[src/design/cbe_pkg.sv]
// shared types and constants for the crc codeword byte encoder
`default_nettype none
package cbe_pkg;

	// largest generator length, leading one included
	localparam int MAX_GEN_BITS = 16;
	// remainder word, left aligned to the top bit
	localparam int REM_W = MAX_GEN_BITS;
	localparam int BYTE_W = 8;
	localparam int NIB_W = 4;
	localparam int LEN_W = 5;
	// one codeword of up to three bytes
	localparam int CW_BYTES = 3;
	localparam int CW_W = CW_BYTES * BYTE_W;
	// two codewords per item at most
	localparam int MAX_BYTES = 2 * CW_BYTES;
	localparam int STREAM_W = MAX_BYTES * BYTE_W;
	localparam int CNT_W = 3;
	localparam int NB_W = 2;

	// configuration register indexes
	localparam logic [1:0] REG_GEN_LEN = 2'd0;
	localparam logic [1:0] REG_GEN_BITS = 2'd1;
	localparam logic [1:0] REG_NIBBLE_MODE = 2'd2;

	// configuration as seen by the encoder core
	typedef struct packed {
		logic [LEN_W-1:0] gen_len;
		logic [REM_W-1:0] gen_bits;
		logic nibble_mode;
	} cfg_t;

	// bytes of one item, first byte in the top bits
	typedef struct packed {
		logic [STREAM_W-1:0] bytes;
		logic [CNT_W-1:0] count;
	} frame_t;

endpackage
`default_nettype wire

[src/design/cbe_core.sv]
// crc remainder and codeword byte packing for one input item
`default_nettype none
module cbe_core (
	input  wire cbe_pkg::cfg_t            cfg,
	input  wire logic [cbe_pkg::BYTE_W-1:0] data_byte,
	output cbe_pkg::frame_t               frame
);

	logic [cbe_pkg::LEN_W-1:0] eff_len;
	logic [3:0] g;
	logic [cbe_pkg::REM_W-1:0] mask;
	logic [cbe_pkg::REM_W-1:0] poly_l;
	logic [cbe_pkg::REM_W-1:0] rem8;
	logic [cbe_pkg::REM_W-1:0] rem_hi;
	logic [cbe_pkg::REM_W-1:0] rem_lo;
	logic [cbe_pkg::CW_W-1:0] cw_hi;
	logic [cbe_pkg::CW_W-1:0] cw_lo;
	logic [cbe_pkg::NB_W-1:0] nb8;
	logic [cbe_pkg::NB_W-1:0] nb4;

	// clamp generator length, degree is one less
	always_comb begin
		if (cfg.gen_len < 5'd2) begin
			eff_len = 5'd2;
		end else if (cfg.gen_len > 5'(cbe_pkg::MAX_GEN_BITS)) begin
			eff_len = 5'(cbe_pkg::MAX_GEN_BITS);
		end else begin
			eff_len = cfg.gen_len;
		end
		g = 4'(eff_len - 5'd1);
	end

	// generator without its leading one, left aligned to the top bit
	always_comb begin
		mask = 16'((17'd1 << g) - 17'd1);
		poly_l = (cfg.gen_bits & mask) << (5'd16 - {1'b0, g});
	end

	// msb-first lfsr over the byte and over each nibble
	always_comb begin
		logic fb;
		rem8 = '0;
		rem_hi = '0;
		rem_lo = '0;
		for (int i = 0; i < cbe_pkg::BYTE_W; i++) begin
			fb = rem8[cbe_pkg::REM_W-1] ^ data_byte[cbe_pkg::BYTE_W-1-i];
			rem8 = {rem8[cbe_pkg::REM_W-2:0], 1'b0} ^ (fb ? poly_l : '0);
		end
		for (int i = 0; i < cbe_pkg::NIB_W; i++) begin
			fb = rem_hi[cbe_pkg::REM_W-1] ^ data_byte[cbe_pkg::BYTE_W-1-i];
			rem_hi = {rem_hi[cbe_pkg::REM_W-2:0], 1'b0} ^ (fb ? poly_l : '0);
			fb = rem_lo[cbe_pkg::REM_W-1] ^ data_byte[cbe_pkg::NIB_W-1-i];
			rem_lo = {rem_lo[cbe_pkg::REM_W-2:0], 1'b0} ^ (fb ? poly_l : '0);
		end
	end

	// codeword byte counts
	always_comb begin
		nb8 = (g <= 4'd8) ? 2'd2 : 2'd3;
		if (g <= 4'd4) begin
			nb4 = 2'd1;
		end else if (g <= 4'd12) begin
			nb4 = 2'd2;
		end else begin
			nb4 = 2'd3;
		end
	end

	// left aligned nibble codewords, zero padded
	assign cw_hi = {data_byte[7:4], rem_hi, 4'b0};
	assign cw_lo = {data_byte[3:0], rem_lo, 4'b0};

	// pack codewords back to back, first byte on top
	always_comb begin
		if (cfg.nibble_mode) begin
			case (nb4)
				2'd1: frame.bytes = {cw_hi[23:16], cw_lo, 16'b0};
				2'd2: frame.bytes = {cw_hi[23:8], cw_lo, 8'b0};
				default: frame.bytes = {cw_hi, cw_lo};
			endcase
			frame.count = {nb4, 1'b0};
		end else begin
			frame.bytes = {data_byte, rem8, 24'b0};
			frame.count = {1'b0, nb8};
		end
	end

endmodule
`default_nettype wire

[src/design/cbe_serial.sv]
// output byte shifter, one codeword byte per cycle while m_tready is high
`default_nettype none
module cbe_serial (
	input  wire logic                         clk,
	input  wire logic                         arst_n,
	input  wire cbe_pkg::frame_t              frame,
	input  wire logic                         frame_valid,
	output logic                              take,
	output logic                              m_tvalid,
	input  wire logic                         m_tready,
	output logic [cbe_pkg::BYTE_W-1:0]        m_tdata,
	output logic                              m_tlast
);

	logic [cbe_pkg::STREAM_W-1:0] bytes_q;
	logic [cbe_pkg::CNT_W-1:0] cnt_q;
	logic pop;

	// load a new frame when empty or when the last byte leaves
	assign m_tvalid = (cnt_q != '0);
	assign m_tlast = (cnt_q == 3'd1);
	assign pop = m_tvalid && m_tready;
	assign take = frame_valid && (!m_tvalid || (pop && m_tlast));
	assign m_tdata = bytes_q[cbe_pkg::STREAM_W-1 -: cbe_pkg::BYTE_W];

	// remaining byte count
	always_ff @(posedge clk or negedge arst_n) begin
		if (!arst_n) begin
			cnt_q <= '0;
		end else if (take) begin
			cnt_q <= frame.count;
		end else if (pop) begin
			cnt_q <= cnt_q - 3'd1;
		end
	end

	// byte shifter
	always_ff @(posedge clk) begin
		if (take) begin
			bytes_q <= frame.bytes;
		end else if (pop) begin
			bytes_q <= {bytes_q[cbe_pkg::STREAM_W-cbe_pkg::BYTE_W-1:0], 8'b0};
		end
	end

`ifndef SYNTH
	a_cnt_range: assert property (@(posedge clk) disable iff (!arst_n)
		cnt_q <= 3'(cbe_pkg::MAX_BYTES))
		else $error("byte count above maximum");
	a_pop_dec: assert property (@(posedge clk) disable iff (!arst_n)
		(pop && !m_tlast) |=> (cnt_q == $past(cnt_q) - 3'd1))
		else $error("byte count did not step down");
	a_load_count: assert property (@(posedge clk) disable iff (!arst_n)
		take |-> (frame.count >= 3'd2 && frame.count <= 3'(cbe_pkg::MAX_BYTES)))
		else $error("frame byte count out of range");
	a_no_drop: assert property (@(posedge clk) disable iff (!arst_n)
		(m_tvalid && !m_tlast) |-> !take)
		else $error("frame loaded over pending bytes");
`endif

endmodule
`default_nettype wire

[src/design/crc_codeword_byte_encoder_unit.sv]
// top level of the crc codeword byte encoder
//
// channel  dir  signals                       payload
// s        in   s_tvalid s_tready s_tdata     data_byte
// m        out  m_tvalid m_tready m_tdata     out_byte, m_tlast = last
// cfg      in   cfg_we cfg_index cfg_data     gen_len, gen_bits, nibble_mode
//
// each item gives 2 to 6 output bytes, one per cycle while m_tready is high:
// 2 or 3 in 8-bit mode, the sum of both nibble codewords in 4-bit mode; the
// output shifter sets the rate. items pass the input register, then the shifter.
// the input register takes a new item while the shifter still drains.
// reset clears valid flags and loads the default configuration.
`default_nettype none
module crc_codeword_byte_encoder_unit (
	input  wire logic                        clk,
	input  wire logic                        arst_n,
	input  wire logic                        s_tvalid,
	output logic                             s_tready,
	input  wire logic [cbe_pkg::BYTE_W-1:0]  s_tdata,   // [7:0] data_byte
	output logic                             m_tvalid,
	input  wire logic                        m_tready,
	output logic [cbe_pkg::BYTE_W-1:0]       m_tdata,   // [7:0] out_byte
	output logic                             m_tlast,
	input  wire logic                        cfg_we,
	input  wire logic [1:0]                  cfg_index,
	input  wire logic [cbe_pkg::REM_W-1:0]   cfg_data
);

	cbe_pkg::cfg_t cfg_q;
	cbe_pkg::frame_t frame;
	logic [cbe_pkg::BYTE_W-1:0] byte_s1;
	logic valid_s1;
	logic take;

	// configuration registers
	always_ff @(posedge clk or negedge arst_n) begin
		if (!arst_n) begin
			cfg_q.gen_len <= 5'd4;
			cfg_q.gen_bits <= 16'd13;
			cfg_q.nibble_mode <= 1'b0;
		end else if (cfg_we) begin
			case (cfg_index)
				cbe_pkg::REG_GEN_LEN: cfg_q.gen_len <= cfg_data[cbe_pkg::LEN_W-1:0];
				cbe_pkg::REG_GEN_BITS: cfg_q.gen_bits <= cfg_data;
				cbe_pkg::REG_NIBBLE_MODE: cfg_q.nibble_mode <= cfg_data[0];
				default: ;
			endcase
		end
	end

	// input register
	assign s_tready = !valid_s1 || take;

	always_ff @(posedge clk or negedge arst_n) begin
		if (!arst_n) begin
			valid_s1 <= 1'b0;
		end else if (s_tvalid && s_tready) begin
			valid_s1 <= 1'b1;
		end else if (take) begin
			valid_s1 <= 1'b0;
		end
	end

	always_ff @(posedge clk) begin
		if (s_tvalid && s_tready) begin
			byte_s1 <= s_tdata;
		end
	end

	// remainder and packing
	cbe_core u_core (
		.cfg       (cfg_q),
		.data_byte (byte_s1),
		.frame     (frame)
	);

	// output shifter
	cbe_serial u_serial (
		.clk         (clk),
		.arst_n      (arst_n),
		.frame       (frame),
		.frame_valid (valid_s1),
		.take        (take),
		.m_tvalid    (m_tvalid),
		.m_tready    (m_tready),
		.m_tdata     (m_tdata),
		.m_tlast     (m_tlast)
	);

endmodule
`default_nettype wire

[config.mk]
export PLATFORM = sky130hd
export DESIGN_NAME = crc_codeword_byte_encoder_unit
export DESIGN_NICKNAME = d
export VERILOG_FILES = /design/src/design/cbe_pkg.sv /design/src/design/cbe_core.sv /design/src/design/cbe_serial.sv /design/src/design/crc_codeword_byte_encoder_unit.sv
export SDC_FILE = /design/constraint.sdc
export NUM_CORES = 1
export LEC_CHECK = 0
export ABC_AREA = 1
export BUFFER_PORTS_ARGS = -buffer_cell sky130_fd_sc_hd__buf_2
export CAP_MARGIN = 20
export CELL_PAD_IN_SITES_DETAIL_PLACEMENT = 0
export CELL_PAD_IN_SITES_GLOBAL_PLACEMENT = 1
export CORE_MARGIN = 10
export CORE_UTILIZATION = 45
export DETAILED_ROUTE_END_ITERATION = 8
export PLACE_DENSITY = 0.87
export SLEW_MARGIN = 20
export SYNTH_ARGS = -nofsm -noshare
export SYNTH_HDL_FRONTEND = slang
export SYNTH_SLANG_ARGS = --single-unit
[constraint.sdc]
create_clock -name clk -period 6.74 [get_ports clk]
set_input_delay 0.337 -clock clk [delete_from_list [all_inputs] [get_ports clk]]
set_output_delay 0.337 -clock clk [all_outputs]
set_load 0.005 [all_outputs]
==> run metrics <==
Post-route DRC=0; Yosys warnings=0; Initial DRC Count=approximately 750; area grow syn2layout=10.7%; Post-Syn Nets=between 1,000 and 1,500; vias in the first global route=around 7,600; worst slew pin tran=between 0.9 and 1 ns; die area=approximately 24,000 um2; final wirelength=between 20,000 and 30,000 um; most frequent cells in the layout=351 x nand2_1, 160 x nor2_1, 158 x nand3_1; clock root buffer=clkbuf_16; Hold Path Class=in -> async; status=complete, but fails checks; Final Skew=roughly 0.010 ns; crit path launch type=flop; clk buf depth=2; worst reg2reg endpoint=u_serial.bytes_q[28]$_DFFE_PP_; synth unique cells=46; Slowest-stage cell, CP=dfstp_2; FMAX=between 150 and 200 MHz; critical path's largest stage delay=roughly 0.57 ns; Wirelength per Cell=between 15 and 20 um; Layout Cells excl Fill=1,530; H-tree levels=3; Rows=49; total gr overflow=0; Final Cycle Share=0.906; Min Hold Slack=-0.0174 ns; DRT Pass-1 Iters=5; CTS buffer count=9; Critical R2R Launch=cfg_q[19]$_DFFE_PN1P_; largest net degree at the start of global routing=between 50 and 60; # Max-Cap Violations=0; drt via density=roughly 5.5; setup TNS=0 ns; Inserted Diodes=0; Rel. slew slack=0.378; Die W=about 150 um; I/O Pins=between 40 and 50; Clock Latency Late Sink=0.37 ns; post-synthesis sequential area ratio=0.271; hold_buf cts=0; commonest non-fill, non-tap cell in the layout=nand2_1; WP data required=6.85 ns; crit path kind=reg -> reg; HPWL after detailed placement=between 15,000 and 20,000 um; # clock sinks=78; Final Critical Period=a little over 6 ns; worst r2r path cells=49; DP Cell Count=between 1,500 and 2,000; final layout net count=between 1,000 and 1,500; port bufs=just over 40; Post-DRT Antenna Nets=0; # setup viols final=0; register-to-register setup slack=0.64 ns; fillers=between 1,500 and 2,000; routed vias=between 8,000 and 9,000; die height=between 150 and 200 um; Final WS setup=approximately 0.64 ns; Worst EP arrival=6.21 ns; TritonCTS clock tree=done; GPL Wtd Cong=about 0.95; Mapped Avg Cell Area=6.47 um2; Hold Vio Cnt, Final=20; number of antenna violations at the first check in global routing=0; gr usage total=0.209; Mapped Area=a little over 8000 um2; Core ar.=about 18,000 um2; cells after synthesis=about 1,300; failing checks=negative hold slack; CP most frequent cell=nand2_1; wire length of the first global-routing pass=roughly 41,000 um; share of cells above drive strength 1=0.131; clk slew on worst S/H paths=roughly 0.080 ns; Seq cells post-synth=78; Crit. End Element=flop; Initial Utilization=0.456; crit path max fanout=16; Place WS=-0.0298 ns; Slew Viols, Final=0
routing by layer:
metal | global-route usage | vias to the layer above | wire [um]
met5 | 0 | - | 0
met4 | 0.0391 | 0 | 259
met3 | 0.0405 | 20 | 1900
met2 | 0.322 | 292 | 11200
met1 | 0.297 | 3894 | 12100
li1 | - | 4139 | -
cell families after synthesis:
family / Yosys count / share of synthesized area
xor gates and xnor gates: 94 / 0.103
adders and majority gates: 11 / 0.0168
AOI/OAI and AO/OA: 117 / 0.0882
buffers and inverters: 202 / 0.104
DFF: 78 / 0.271
muxes: 11 / 0.0152
and+or+nand+nor: 750 / 0.401
cell type report:
cell class | instances | area [um2] | share of cell area
timing repair buffer | 75 | 477 | 0.0527
inverter | 149 | 576 | 0.0636
clock buffer | 9 | 225 | 0.0249
clock inverter | 7 | 76.3 | 0.00844
sequential | 78 | 2220 | 0.245
tap | 229 | 287 | 0.0317
multi-input combinational | 983 | 5190 | 0.574
worst max-delay path by stage:
stage                                startpoint                        endpoint  slack, ns  depth (start not counted)
after floorplan           cfg_q[19]$_DFFE_PN1P_  u_serial.bytes_q[25]$_DFFE_PP_       1.21                         46
after global placement    cfg_q[19]$_DFFE_PN1P_  u_serial.bytes_q[29]$_DFFE_PP_       0.29                         44
after detailed placement  cfg_q[19]$_DFFE_PN1P_  u_serial.bytes_q[28]$_DFFE_PP_      -0.03                         46
after CTS                 cfg_q[19]$_DFFE_PN1P_  u_serial.bytes_q[28]$_DFFE_PP_       0.06                         47
after global routing      cfg_q[19]$_DFFE_PN1P_  u_serial.bytes_q[29]$_DFFE_PP_      -0.02                         49
final                     cfg_q[19]$_DFFE_PN1P_  u_serial.bytes_q[28]$_DFFE_PP_       0.64                         49
state kept, by name, indices dropped and copies added (netlist names):
register          cells
u_serial.cnt_q        3
cfg_q                22
u_serial.bytes_q     44
valid_s1              1
byte_s1               8
critical path: cells and delay by family (launching register included):
kind / cells / cell delay [ns]
flops: 1 / 0.57
simple gates: 38 / 3.84
fa+ha+maj: 3 / 0.65
buf+inv: 8 / 0.75
per-stage QoR:
step | hold WS (ns) | util | cell area, um2
3_5_place_dp | 0.403 | 0.477 | 8550
3_3_place_gp | 0.386 | 0.477 | 8550
2_1_floorplan | 0.0414 | - | 8170
4_1_cts | 0.0111 | 0.495 | 8870
6_report | -0.0174 | 0.505 | 9050
5_1_grt | 0.0308 | 0.505 | 9050
Yosys cell counts, drive strengths merged:
cell,n,share of area
o22ai,3,0.0023
o21ai,61,0.038
ha,11,0.017
o2111ai,2,0.0021
o32ai,2,0.0021
xnor2,27,0.031
mux2,11,0.015
nor2,173,0.086
a31oi,8,0.0061
and2,10,0.0077
o211ai,12,0.012
nand3b,6,0.0055
a22oi,2,0.0018
nand4,20,0.015
a22o,2,0.0021
o21bai,2,0.0018
o31ai,1,0.00092
edfxtp,52,0.19
nand3,166,0.11
nand2,371,0.18
a32o,2,0.0024
a21oi,11,0.0067
o221ai,9,0.0096
inv,142,0.065
dfrtp,22,0.067
xor2,67,0.072
dfstp,4,0.013
or2,4,0.0031
clkinv,7,0.0032
buf,24,0.023
clkbuf,29,0.013
timing repair:
item,CTS,global route
buffers inserted,1,11
cloned,0,0
gates resized for setup,0,29
pin swaps,1,4
setup endpoints to repair,7,16
Power is left out: the tool's default activity adds up to more than one toggle a clock period on the data nets, which glitch-free logic cannot reach.
